File: src/rtl/rgbc_pkg.sv
// Package for the 3x3 RGB convolution filter: widths, register map,
// reset values, lane control structs and a coefficient helper.
// No dependencies.
package rgbc_pkg;

   localparam int PIX_W       = 8;
   localparam int PIX3_W      = 3 * PIX_W;
   localparam int COEF_BITS   = 8;
   localparam int KERNEL_SIZE = 3;
   localparam int KTAPS       = KERNEL_SIZE * KERNEL_SIZE;
   localparam int KREG_W      = KERNEL_SIZE * COEF_BITS;
   localparam int DIV_W       = 10;
   localparam int WCFG_W      = 11;
   localparam int HCFG_W      = 13;
   localparam int CSR_DATA_W  = 32;
   localparam int CSR_ADDR_W  = 5;

   localparam int DEF_MAX_WIDTH  = 1024;
   localparam int DEF_MAX_HEIGHT = 4096;

   localparam logic [KREG_W-1:0] RST_KTOP    = KREG_W'(0);
   localparam logic [KREG_W-1:0] RST_KMID    = KREG_W'(65536);
   localparam logic [KREG_W-1:0] RST_KBOT    = KREG_W'(0);
   localparam logic [DIV_W-1:0]  RST_DIVISOR = DIV_W'(1);
   localparam logic [PIX_W-1:0]  RST_MAXVAL  = PIX_W'(255);
   localparam logic [WCFG_W-1:0] RST_WIDTH   = WCFG_W'(640);
   localparam logic [HCFG_W-1:0] RST_HEIGHT  = HCFG_W'(480);

   // product, row sum and total widths inside a lane
   localparam int PROD_W = PIX_W + COEF_BITS + 1;
   localparam int ROWS_W = PROD_W + 2;
   localparam int SUM_W  = ROWS_W + 2;
   localparam int MAG_W  = SUM_W - 1;

   typedef enum logic [2:0] {
      REG_KTOP    = 3'd0,
      REG_KMID    = 3'd1,
      REG_KBOT    = 3'd2,
      REG_DIVISOR = 3'd3,
      REG_MAXVAL  = 3'd4,
      REG_WIDTH   = 3'd5,
      REG_HEIGHT  = 3'd6,
      REG_NONE    = 3'd7
   } reg_idx_type;

   typedef struct packed {
      logic             start;
      logic [DIV_W-1:0] divisor;
      logic [PIX_W-1:0] max_value;
   } lane_cmd_type;

   typedef struct packed {
      logic             done;
      logic [PIX_W-1:0] result;
   } lane_stat_type;

   function automatic logic [COEF_BITS-1:0] coef_at(input logic [KREG_W-1:0] kreg,
                                                     input int idx);
      return kreg[idx*COEF_BITS +: COEF_BITS];
   endfunction

endpackage

File: src/rtl/rgbc_lane.sv
// One color lane: nine products, row sums, total, then a restoring divide
// and clamp to 0..255 / max value. Depends on rgbc_pkg.
module rgbc_lane import rgbc_pkg::*; (
   input  logic                              clock,
   input  logic                              reset,
   input  lane_cmd_type                      cmd,
   input  logic [KTAPS-1:0][PIX_W-1:0]       pix_taps,
   input  logic [KTAPS-1:0][COEF_BITS-1:0]   coef_taps,
   output lane_stat_type                     stat
);

   typedef enum logic [2:0] {
      L_IDLE, L_ROW, L_TOT, L_SIGN, L_DIV, L_FIN
   } lane_state_type;

   localparam int STEP_W = $clog2(MAG_W + 1);

   lane_state_type            state_ff;
   logic signed [PROD_W-1:0]  prod_ff [KTAPS];
   logic signed [ROWS_W-1:0]  row_ff  [KERNEL_SIZE];
   logic signed [SUM_W-1:0]   sum_ff;
   logic [MAG_W-1:0]          dvd_ff;
   logic [MAG_W-1:0]          quo_ff;
   logic [DIV_W:0]            rem_ff;
   logic [STEP_W-1:0]         step_ff;
   logic [DIV_W-1:0]          divisor_ff;
   logic [PIX_W-1:0]          maxv_ff;
   lane_stat_type             stat_ff;

   logic [DIV_W:0]            rem_sh;
   logic                      q_bit;

   always_comb begin
      rem_sh = {rem_ff[DIV_W-1:0], dvd_ff[MAG_W-1]};
      q_bit  = (rem_sh >= {1'b0, divisor_ff});
   end

   always_ff @(posedge clock) begin
      if (reset) begin
         state_ff    <= L_IDLE;
         stat_ff     <= '0;
      end else begin
         stat_ff.done <= 1'b0;
         case (state_ff)
            L_IDLE: begin
               if (cmd.start) begin
                  for (int i = 0; i < KTAPS; i++) begin
                     prod_ff[i] <= $signed({1'b0, pix_taps[i]}) * $signed(coef_taps[i]);
                  end
                  divisor_ff <= cmd.divisor;
                  maxv_ff    <= cmd.max_value;
                  state_ff   <= L_ROW;
               end
            end
            L_ROW: begin
               for (int r = 0; r < KERNEL_SIZE; r++) begin
                  row_ff[r] <= ROWS_W'(prod_ff[r*KERNEL_SIZE])
                             + ROWS_W'(prod_ff[r*KERNEL_SIZE+1])
                             + ROWS_W'(prod_ff[r*KERNEL_SIZE+2]);
               end
               state_ff <= L_TOT;
            end
            L_TOT: begin
               sum_ff   <= SUM_W'(row_ff[0]) + SUM_W'(row_ff[1]) + SUM_W'(row_ff[2]);
               state_ff <= L_SIGN;
            end
            L_SIGN: begin
               // a negative sum divides as zero, so it clamps to zero and all
               // lanes keep the same latency
               dvd_ff   <= sum_ff[SUM_W-1] ? '0 : sum_ff[MAG_W-1:0];
               quo_ff   <= '0;
               rem_ff   <= '0;
               step_ff  <= STEP_W'(MAG_W);
               state_ff <= L_DIV;
            end
            L_DIV: begin
               rem_ff  <= q_bit ? (rem_sh - {1'b0, divisor_ff}) : rem_sh;
               quo_ff  <= {quo_ff[MAG_W-2:0], q_bit};
               dvd_ff  <= {dvd_ff[MAG_W-2:0], 1'b0};
               step_ff <= step_ff - STEP_W'(1);
               if (step_ff == STEP_W'(1)) begin
                  state_ff <= L_FIN;
               end
            end
            L_FIN: begin
               stat_ff.result <= (quo_ff > MAG_W'(255)) ? maxv_ff : quo_ff[PIX_W-1:0];
               stat_ff.done   <= 1'b1;
               state_ff       <= L_IDLE;
            end
            default: state_ff <= L_IDLE;
         endcase
      end
   end

   assign stat = stat_ff;

endmodule

File: config.mk
export PLATFORM = sky130hd
export DESIGN_NAME = rgbc_lane
export DESIGN_NICKNAME = d
export VERILOG_FILES = /design/src/rtl/rgbc_pkg.sv /design/src/rtl/rgbc_lane.sv
export SDC_FILE = /design/constraint.sdc
export NUM_CORES = 2
export LEC_CHECK = 0
export BUFFER_PORTS_ARGS = -buffer_cell sky130_fd_sc_hd__buf_2
export CORE_MARGIN = 8
export CORE_UTILIZATION = 57
export CTS_BUF_LIST = sky130_fd_sc_hd__clkbuf_4 sky130_fd_sc_hd__clkbuf_8
export CTS_CLUSTER_DIAMETER = 60
export DETAILED_ROUTE_END_ITERATION = 8
export GPL_TIMING_DRIVEN = 0
export PLACE_DENSITY = 0.81
export SYNTH_ARGS = -nofsm -noshare
export SYNTH_HDL_FRONTEND = slang
export SYNTH_SLANG_ARGS = --single-unit
File: constraint.sdc
create_clock -name clock -period 25.7 [get_ports clock]
set_input_delay 2.57 -clock clock [delete_from_list [all_inputs] [get_ports clock]]
set_output_delay 2.57 -clock clock [all_outputs]
set_load 0.005 [all_outputs]
-- After elaboration in Yosys (flattened, before gate mapping)
Memories as Yosys holds them, arrays and structs flattened.
Index checks and enable logic that the tools add are counted.
- add/subtract/negate cells: 10
- $mul: 9
- magnitude comparators: 2
- equal/unequal tests: 8
- mux-type cells: 18
- bitwise operators: 1
- reduce and logical (&&, ||, !) cells: 6
- operator list (kind ; count):
    $mul A9 B8 Y17 ; 9
    $pmux W20 S2 ; 2
    $add A18 B17 Y19 ; 3
    $add A17 B17 Y18 ; 3
    $add A20 B19 Y21 ; 1
    $add A19 B19 Y20 ; 1
    $gt A20 B8 Y1 const B ; 1
    $mux W20 ; 1
    $pmux W10 S2 ; 1
    $pmux W3 S5 ; 1
    $ge A11 B10 Y1 ; 1
    $mux W10 ; 1
    $pmux W5 S2 ; 1
    $sub A10 B10 Y10 ; 1
    $mux W9 ; 1
    $mux W8 ; 1
    $mux W1 ; 7
    $eq A3 B2 Y1 const B ; 2
    $eq A3 B3 Y1 const B ; 2
    $mux W3 ; 2
    $reduce_and A2 Y1 ; 3
    $eq A5 B1 Y1 const B ; 1
    $sub A5 B1 Y5 const B ; 1
    $ne A2 B2 Y1 const B ; 2
    5 further kinds ; 5
- register bits after elaboration: 106
- bits in writable memories: 210
- bits of input ports: 165
- output and inout bits: 9
- word-level logic and storage cells: 66
- memories: 2
- memory list (name ; depth ; width ; read ports ; clocked after memory_dff ; wr ports ; RTL line ; text):
    prod_ff ; 9 ; 17 ; 9 ; 0 ; 9 ; rgbc_lane.sv:19 ; logic signed [PROD_W-1:0] prod_ff [KTAPS];
    row_ff ; 3 ; 19 ; 3 ; 0 ; 3 ; rgbc_lane.sv:20 ; logic signed [ROWS_W-1:0] row_ff [KERNEL_SIZE];

-- Longest topological paths before layout
- depth in word-level cells: 4
- mapped depth: 19
- mapped depth without buffers: 19

-- Worst setup path before layout
Ideal clock, no wire load.
- path kind: in2reg
- from: in reset
- to: mem prod_ff[0][0] in the netlist's numbering (enable)
- arrival: 13.380 ns
- data required time: 24.847 ns
- slack: 11.467 ns
- stages: 3
- path buffers: 2
- path through: clkbuf_1 clkbuf_1 nor3_1
- RTL lines (element ; RTL line ; text):
    start, declared ; rgbc_lane.sv:5 ; input logic reset,
    end, declared ; rgbc_lane.sv:19 ;

==> reports/results.tsv <==
metric	value	unit
Worst VDD drop	0.0560	mV
Worst path depth	17	
fmax	152	MHz
Crit-path slowest cell	fa_1	
most common cell in the synthesized netlist	inv_1	
Pwr per Cell Area	86.6	nW/µm²
final setup violation count	0	
setup_tns	0	ps
Critical Path RT	26060	ps
Worst R2R Path Depth	11	
vias per inst	5.41	
number of routed nets with antenna violations	0	
synth unique cells	66	
WHS	496	ps
max-cap viol count	0	
Area contributors post-synth	edfxtp_1 26%, fa_1 23%, ha_1 17%	
register area share after synthesis	0.267	
Leakage	18.0	nW
top cell type's share of synthesized area	0.260	
crit path to	prod_ff[0][15]	
Die W	264	µm
Post-synth EDFFs	304	
top_reg_cell synth	edfxtp_1	
Critical Path AT	6930	ps
vias	24100	
cell row count	91	
dominant cell type by area after synthesis	edfxtp_1	
# clock sinks	316	
Clk pin slew, worst setup/hold paths	60	ps
largest fanout on the critical path	6	
relative slew slack	0.357	
Post-Syn Instances	3373	
core area	61300	µm²
#FFs+latches synth	316	
clock period minus worst slack	6570	ps
CTS tree	yes	
crit start category	input port	
syn_nets	4415	
worst setup path startpoint	coef_taps[7]	
dpl hpwl	57000	µm
fin area	38400	µm²
WP buf/inv	5	
R2R Setup Slk	22460	ps
area growth from synthesis to layout	9.54	%
hold_buf cts	0	
clock buffer depth	3	
CP max stage delay	540	ps
root buffer cell	clkbuf_8	
WS Path Type	input port to flop	
worst skew pair latency	590	ps
Final nets	4663	
initial core utilization	0.572	
height of the die	264	µm
Die ar.	69700	µm²
Iter 0 DRT Violations	1595	
Port Buffers	172	
share of cells above drive strength 1	0.0876	
Mapped Area	35000	µm²
critical path's top delay family	adder cells	
fillers	4902	
GR Util All Layers	0.204	
FF-to-FF End	row_ff[0][53]	
CTS resizes	0	
Setup crit end kind	flop	
unrepaired setup endpoints after global routing	false	
CTS Buf Count	54	
GPL Wtd Cong	0.877	
Clock Skew	16.9	ps
Ports	174	
commonest cells in the netlist	569 x inv_1, 469 x ha_1, 408 x fa_1, 356 x and2_1, 304 x edfxtp_1	
endpoints failing hold	0	
period utilization	0.256	
first-pass detailed-route iteration total	5	
Avg WL per Cell	15.4	µm
first-pass GRT wire length	121000	µm
Placed Area	37200	µm²
status	complete, no violations	
largest net degree at the start of global routing	29	
drt drc	0	
Synth Warn #	0	
CTS H-tree lvls	2	
worst path cell trace	buf_2 -> inv_1 -> fa_1 -> fa_1 -> inv_1 -> fa_1 -> inv_1 -> fa_1 -> inv_1 -> ha_1 -> nand2_1 -> o21ai_0 -> nor4_1 -> nor3_1 -> a41oi_1 -> a21oi_1 -> xor2_1	
Hold Path Class	flop to flop	
Slew Limit Fails	0	
Worst R2R Start	prod_ff[0][120]	
vias in the first global route	25700	
initial antenna violation count	3	
Avg Cell Area, Syn	10.4	µm²
# Post-CTS Setup Buffers	0	
worst-margin pin slew	962	ps
total gr overflow	0	
ys async rst share	0	
Routed WL	68700	µm
## cell type report
cell class	instances	area [µm²]	area share
multi-input combinational	2471	23500	0.612
clock buffer	64	837	0.0218
antenna	3	7.51	0.000196
buffer	17	65.1	0.00169
clock inverter	37	383	0.00997
sequential	316	9370	0.244
tap	790	988	0.0258
timing repair buffer	192	1090	0.0285
inverter	569	2140	0.0556
## how the worst min path moves through the flow
stage | from | endpoint | slack [ps] | cells past startpoint
after floorplan | dvd_ff[9] | dvd_ff[10] | 480 | 2
after global placement | stat[7] | stat[7] | 490 | 2
after detailed placement | stat[1] | stat[1] | 490 | 2
after CTS | stat[6] | stat[6] | 500 | 2
after global routing | dvd_ff[15] | dvd_ff[16] | 530 | 2
final | stat[2] | stat[2] | 500 | 2
## per-stage QoR
| stage | worst slack, ps | util | instances | total power [mW] |
|---|---|---|---|---|
| 2_1_floorplan | 11470 | - | 3373 | 2.37 |
| 3_3_place_gp | 7500 | 0.602 | 4335 | 2.77 |
| 3_5_place_dp | 18560 | 0.607 | 4355 | 2.82 |
| 4_1_cts | 19170 | 0.627 | 4456 | 3.35 |
| 5_1_grt | 18950 | 0.627 | 4458 | 3.66 |
| 6_report | 19130 | 0.627 | 4459 | 3.32 |
## metal layers
metal / track usage / vias up / routed length [µm]
met5: 0 / - / 10
met4: 0.0467 / 2 / 1160
met3: 0.0239 / 105 / 2940
met2: 0.362 / 482 / 35200
met1: 0.266 / 11800 / 29500
li1: - / 11700 / -
## where the power goes
group / switching (mW) / leakage (nW) / internal (mW)
Sequential: 0.0534 / 2.90 / 0.776
Clock: 0.210 / 0.626 / 0.299
Combinational: 1.10 / 14.5 / 0.885
Total: 1.36 / 18.0 / 1.96
## kinds of logic after synthesis
group,Yosys count,synth area share
compound gates,396,0.0754
xor+xnor,144,0.0360
fa+ha+maj,877,0.401
buf+inv,586,0.0628
flops,316,0.267
mux,12,0.00346
simple gates,1042,0.154
## worst register-to-register path, stage by stage, from the launching register on
cell	delay, ps
edfxtp_1	440
fa_1	530
ha_1	190
inv_1	70
fa_1	460
nor2b_1	130
o21a_1	130
o21ai_0	150
a21boi_1	250
o21ai_1	110
nor2b_1	170
o311a_1	360
## cells in the final DEF (no fill, tap or decap), drive strengths merged, types with 14 or more instances in the layout
cell,n
edfxtp,304
xnor2,116
a21o,35
nand2b,47
a21oi,124
ha,469
o21a,36
nand2,270
fa,408
nor4,18
nor2b,25
clkinv,24
o211ai,14
nor2,164
nor3,42
a211oi,24
inv,571
clkbuf,80
xor2,28
o21bai,14
nand3b,27
nand3,29
o21ai,66
a21boi,14
buf,193
and2,356
and3,28
## registers in the layout, summed over array words and instances, names as in the netlist, 5 cells and up
name        count
prod_ff       153
stat            9
quo_ff         20
divisor_ff     10
row_ff         57
maxv_ff         8
rem_ff         10
dvd_ff         20
step_ff         5
sum_ff         21
Note: power is estimated with default switching activity, not from simulation.
